$ cat src/design/gaa_pkg.sv
// Shared constants, types and the arctangent table for the gimbal aim angle pipeline.
package gaa_pkg;

    // Iterations of each arctangent unit (8 to 24)
    localparam int CORDIC_STEPS = 16;
    localparam int ATAN_LEN     = 24;

    // Datapath widths
    localparam int CW          = 37;   // CORDIC x/y vector width
    localparam int AW          = 26;   // angle accumulator, 2^-16 degree
    localparam int D_W         = 32;   // square root radicand (high half)
    localparam int SQRT_STAGES = D_W;  // one root bit per stage
    localparam int FRONT_STAGES = 3;   // input, multiply, radius compare
    localparam int PIPE_STAGES  = FRONT_STAGES + SQRT_STAGES + CORDIC_STEPS;

    localparam logic signed [AW-1:0] DEG90  = AW'(5898240);
    localparam logic signed [AW-1:0] DEG180 = AW'(11796480);

    // Operands carried alongside the square root
    typedef struct packed {
        logic signed [15:0] x;
        logic signed [15:0] y;
        logic signed [15:0] z;
        logic [9:0]         off;
        logic               undef;
    } front_t;

    // Flags carried alongside the arctangent units
    typedef struct packed {
        logic x_neg;
        logic z_neg;
        logic undef;
    } back_t;

    // atan(2^-i) in 2^-16 degree, rounded to nearest
    function automatic logic signed [AW-1:0] atan_tab(input int i);
        logic signed [AW-1:0] v;
        unique case (i)
            0:       v = AW'(2949120);
            1:       v = AW'(1740967);
            2:       v = AW'(919879);
            3:       v = AW'(466945);
            4:       v = AW'(234379);
            5:       v = AW'(117304);
            6:       v = AW'(58666);
            7:       v = AW'(29335);
            8:       v = AW'(14668);
            9:       v = AW'(7334);
            10:      v = AW'(3667);
            11:      v = AW'(1833);
            12:      v = AW'(917);
            13:      v = AW'(458);
            14:      v = AW'(229);
            15:      v = AW'(115);
            16:      v = AW'(57);
            17:      v = AW'(29);
            18:      v = AW'(14);
            19:      v = AW'(7);
            20:      v = AW'(4);
            21:      v = AW'(2);
            22:      v = AW'(1);
            default: v = '0;
        endcase
        return v;
    endfunction

endpackage

$ cat src/design/gaa_sqrt.sv
// Pipelined floor square root of d * 2^32, one result bit per stage.
module gaa_sqrt
(
    input  logic                      clk,
    input  logic                      en,
    input  logic [gaa_pkg::D_W-1:0]   d,
    output logic [gaa_pkg::D_W-1:0]   root
);

    localparam int N  = gaa_pkg::SQRT_STAGES;
    localparam int RW = gaa_pkg::D_W + 2;   // remainder width
    localparam int HALF = gaa_pkg::D_W / 2; // stages that consume radicand bits

    logic [RW-1:0]             rem_reg  [N];
    logic [gaa_pkg::D_W-1:0]   root_reg [N];
    logic [gaa_pkg::D_W-1:0]   d_reg    [HALF];

    genvar k;
    generate
        for (k = 0; k < N; k++)
        begin : g_stage
            logic [RW-1:0]           rem_in;
            logic [gaa_pkg::D_W-1:0] root_in;
            logic [gaa_pkg::D_W-1:0] d_in;
            logic [1:0]              pair;
            logic [RW+1:0]           rem_sh;
            logic [RW+1:0]           trial;
            logic [RW-1:0]           rem_next;
            logic [gaa_pkg::D_W-1:0] root_next;

            if (k == 0)
            begin : g_first
                assign rem_in  = '0;
                assign root_in = '0;
                assign d_in    = d;
            end
            else
            begin : g_rest
                assign rem_in  = rem_reg[k-1];
                assign root_in = root_reg[k-1];
                if (k < HALF)
                begin : g_dsrc
                    assign d_in = d_reg[k-1];
                end
                else
                begin : g_dnone
                    assign d_in = '0;
                end
            end

            // Radicand bits come from d for the upper half, zeros below
            if (k < HALF)
            begin : g_pair
                assign pair = d_in[gaa_pkg::D_W-1-2*k -: 2];
            end
            else
            begin : g_zero
                assign pair = 2'b00;
            end

            // Restoring trial subtract
            always_comb
            begin
                rem_sh = {rem_in, pair};
                trial  = {2'b00, root_in, 2'b01};
                if (rem_sh >= trial)
                begin
                    rem_next  = RW'(rem_sh - trial);
                    root_next = {root_in[gaa_pkg::D_W-2:0], 1'b1};
                end
                else
                begin
                    rem_next  = RW'(rem_sh);
                    root_next = {root_in[gaa_pkg::D_W-2:0], 1'b0};
                end
            end

            always_ff @(posedge clk)
            begin
                if (en)
                begin
                    rem_reg[k]  <= rem_next;
                    root_reg[k] <= root_next;
                end
            end

            if (k < HALF)
            begin : g_dcarry
                always_ff @(posedge clk)
                begin
                    if (en)
                        d_reg[k] <= d_in;
                end
            end
        end
    endgenerate

    assign root = root_reg[N-1];

endmodule

$ cat config.mk
export PLATFORM = sky130hd
export DESIGN_NAME = gaa_sqrt
export DESIGN_NICKNAME = d
export VERILOG_FILES = /design/src/design/gaa_pkg.sv /design/src/design/gaa_sqrt.sv
export SDC_FILE = /design/constraint.sdc
export NUM_CORES = 2
export LEC_CHECK = 0
export ABC_AREA = 0
export BUFFER_PORTS_ARGS = -buffer_cell sky130_fd_sc_hd__buf_2
export CAP_MARGIN = 30
export CORE_UTILIZATION = 35
export CTS_CLUSTER_DIAMETER = 120
export CTS_CLUSTER_SIZE = 28
export DETAILED_ROUTE_END_ITERATION = 12
export PLACE_DENSITY = 0.53
export SLEW_MARGIN = 20
export SYNTH_ARGS = -nofsm -noshare
export SYNTH_HDL_FRONTEND = slang
export SYNTH_SLANG_ARGS = --single-unit
$ cat constraint.sdc
create_clock -name clk -period 5.15 [get_ports clk]
set_input_delay 1.03 -clock clk [delete_from_list [all_inputs] [get_ports clk]]
set_output_delay 1.03 -clock clk [all_outputs]
set_load 0.02 [all_outputs]
==> results.ini <==
[synth]
yosysSeqAreaShare = 0.578
synthCells = 7765
synth_top_area_share = 0.578
synth_edf_count = 1756
synth_cell_types = 83
yosys_warnings = 0
synth_top_area_cell = edfxtp_1
netlist_area_um2 = 91200
ys_seq_elements = 1756
syn-num-nets = 8345
synth_flop_cell = edfxtp_1
synthTopCellsByArea = edfxtp_1, ha_1, xor2_1
syn_avg_cell_area_um2 = 11.7
async_flop_share = 0

[floorplan]
core_um2 = 258000
start_util = 0.353
ios = 66
rows = 186
die-area_um2 = 262000
die_w_um = 512
die_h_um = 512

[worst_setup_path]
crit_chain = or4_4 -> or4_4 -> or4_1 -> or4_1 -> or3_1 -> nor4_2 -> nand4b_1 -> nand3_1 -> nor4_1 -> xor2_1
slowest_stage = or4_1
cp_data_arrival_time_ns = 4.95
cp_top_family = simple AND/OR/NAND/NOR gates
cp_num_cells = 10
r2r-end = rem_reg[0][295]
r2r.worst_path.cells = 10
slowest_delay_ns = 0.57
critPathBufInv = 0
end_kind = register
cp_data_required_time_ns = 5.65
cp-start-kind = register
crit_fanout = 12
r2r-start = rem_reg[0][248]
worstSetupPathType = register to register
ff2ff_setup_slack_ns = 0.70

[clocking]
postCtsSetupBuffers = 0
cts_inserted_buffers = 76
htreeDepth = 3
clk_pin_slew_ns = 0.11
clkLatencyLatePin_ns = 0.76
ctsRootBufferMaster = clkbuf_16
hold_buffers = 0
cts_tree = done
clk_path_buf_depth = 3
cts_sinks = 1756
cts_resized = 0

[sta]
fin_crit_sh = 0.865
hold_viol_final = 0
slew_headroom = 0.328
period_minus_slack_ns = 4.45
fin_setup_tns_ns = 0
setup_violations = 0
fmax_ghz = 0.225
max_slew.worst_pin.slew_ns = 1.01
fin_skew_ns = 0.0462
rsz0062_at_grt = no
final_max_slew_viol_count = 0

[route]
vias_per_cell = 5.10
wl_um = 198000
vias = 57400
post_drt_wl_per_cell_um = 17.6
final_antenna_net_count = 0
drtIter0Drc = 3831
route.detailed.drc = 0
drt_first_pass_iters = 5

[worst_hold_path]
hold-path-endpoint = d_reg[0][8]
hold_path_class = input pin to register
hp-start = d[8]
holdPathStages = 1

[grt]
antenna_found_initial = 1
grt_pass1_wl_um = 313000
grt_max_degree = 126
overflow = 0
grt_pass1_vias = 56700
grt_use_total = 0.148

[pwr]
pwr_density_cell_nw_per_um2 = 373
p_leak_uw = 0.0375
ir_drop_uv = 283
finalPower_uw = 36700

[place]
gp_congestion = 0.865
dp.final_hpwl_um = 149000
port-buffer-count = 65

[layout]
final_common_cell = edfxtp_1
fin_nets = 8434
area_delta_synth_final_pct = 7.83
layout_common_cells = edfxtp_1, inv_1, nand2_1
final_layout_size_suffix_gt1_frac = 0.0476
largest_reg_flops = 1004

[run]
cap_violations = 0

[status]
status = finished clean

## metrics by stage
stage	setup WS [ns]	util	instance area [µm²]	std cells	hold slack (ns)
final	0.696	0.381	98300	11300	0.409
after global routing	0.359	0.381	98300	11300	0.331
after CTS	0.662	0.381	98300	11300	0.316
after detailed placement	0.687	0.372	96000	11200	0.405
after global placement	0.702	0.372	96000	11200	0.401
after floorplan	1.21	-	91200	7765	0.400
## worst register-to-register path, delay by kind of cell (launching register included)
family	cells	cell delay [ns]
DFF	1	0.45
xor gates and xnor gates	1	0.16
and+or+nand+nor	9	3.55
## synth_stat cells, types with 111 or more instances
cell / n
o21ai_0: 422
nand2_1: 577
ha_1: 531
xnor2_1: 354
nor4_1: 123
a21o_1: 225
nor2_1: 537
xor2_1: 424
a21oi_1: 504
clkbuf_1: 118
nand2b_1: 111
edfxtp_1: 1756
inv_1: 670
nor3_1: 199
nand3_1: 123
## per-layer routing
metal	global-route usage	up-vias	routed length, µm
li1	-	28500	-
met5	0	-	0
met4	0.0352	0	4380
met1	0.184	27800	85700
met2	0.273	908	102000
met3	0.0160	228	6030
## worst max path at each step
stage                       to  slack [ns]             from
2_1_floorplan  rem_reg[0][295]        1.21  rem_reg[0][248]
3_3_place_gp   rem_reg[0][303]        0.70  rem_reg[0][248]
3_5_place_dp   rem_reg[1][369]        0.69  rem_reg[1][307]
4_1_cts        rem_reg[0][303]        0.66  rem_reg[0][248]
5_1_grt        rem_reg[1][369]        0.36  rem_reg[1][307]
6_report       rem_reg[0][295]        0.70  rem_reg[0][248]
## cell families after synthesis
group	after synthesis	share of synthesized area
compound gates	1659	0.113
xor+xnor	778	0.0748
fa+ha+maj	546	0.0762
buf+inv	805	0.0333
flops	1756	0.578
mux	78	0.00957
other cells	1	0.0000411
simple gates	2142	0.115
## power by group
part | leakage [µW] | switching [µW] | internal, µW
Clock | 0.00108 | 4580 | 2840
Combinational | 0.0199 | 5370 | 4030
Sequential | 0.0165 | 1510 | 18300
Total | 0.0375 | 11500 | 25200
## layout make-up
class                           instances  area, µm²
Antenna cell                            3       7.51
Clock buffer                           77       1910
Multi-Input combinational cell       5204      35500
Inverter                              674       2530
Tap cell                             3384       4230
Sequential cell                      1756      52700
Clock inverter                         20        330
Fill cell                           24700     160000
Timing Repair Buffer                  142       1070
Note: power is estimated with default switching activity, not from simulation.
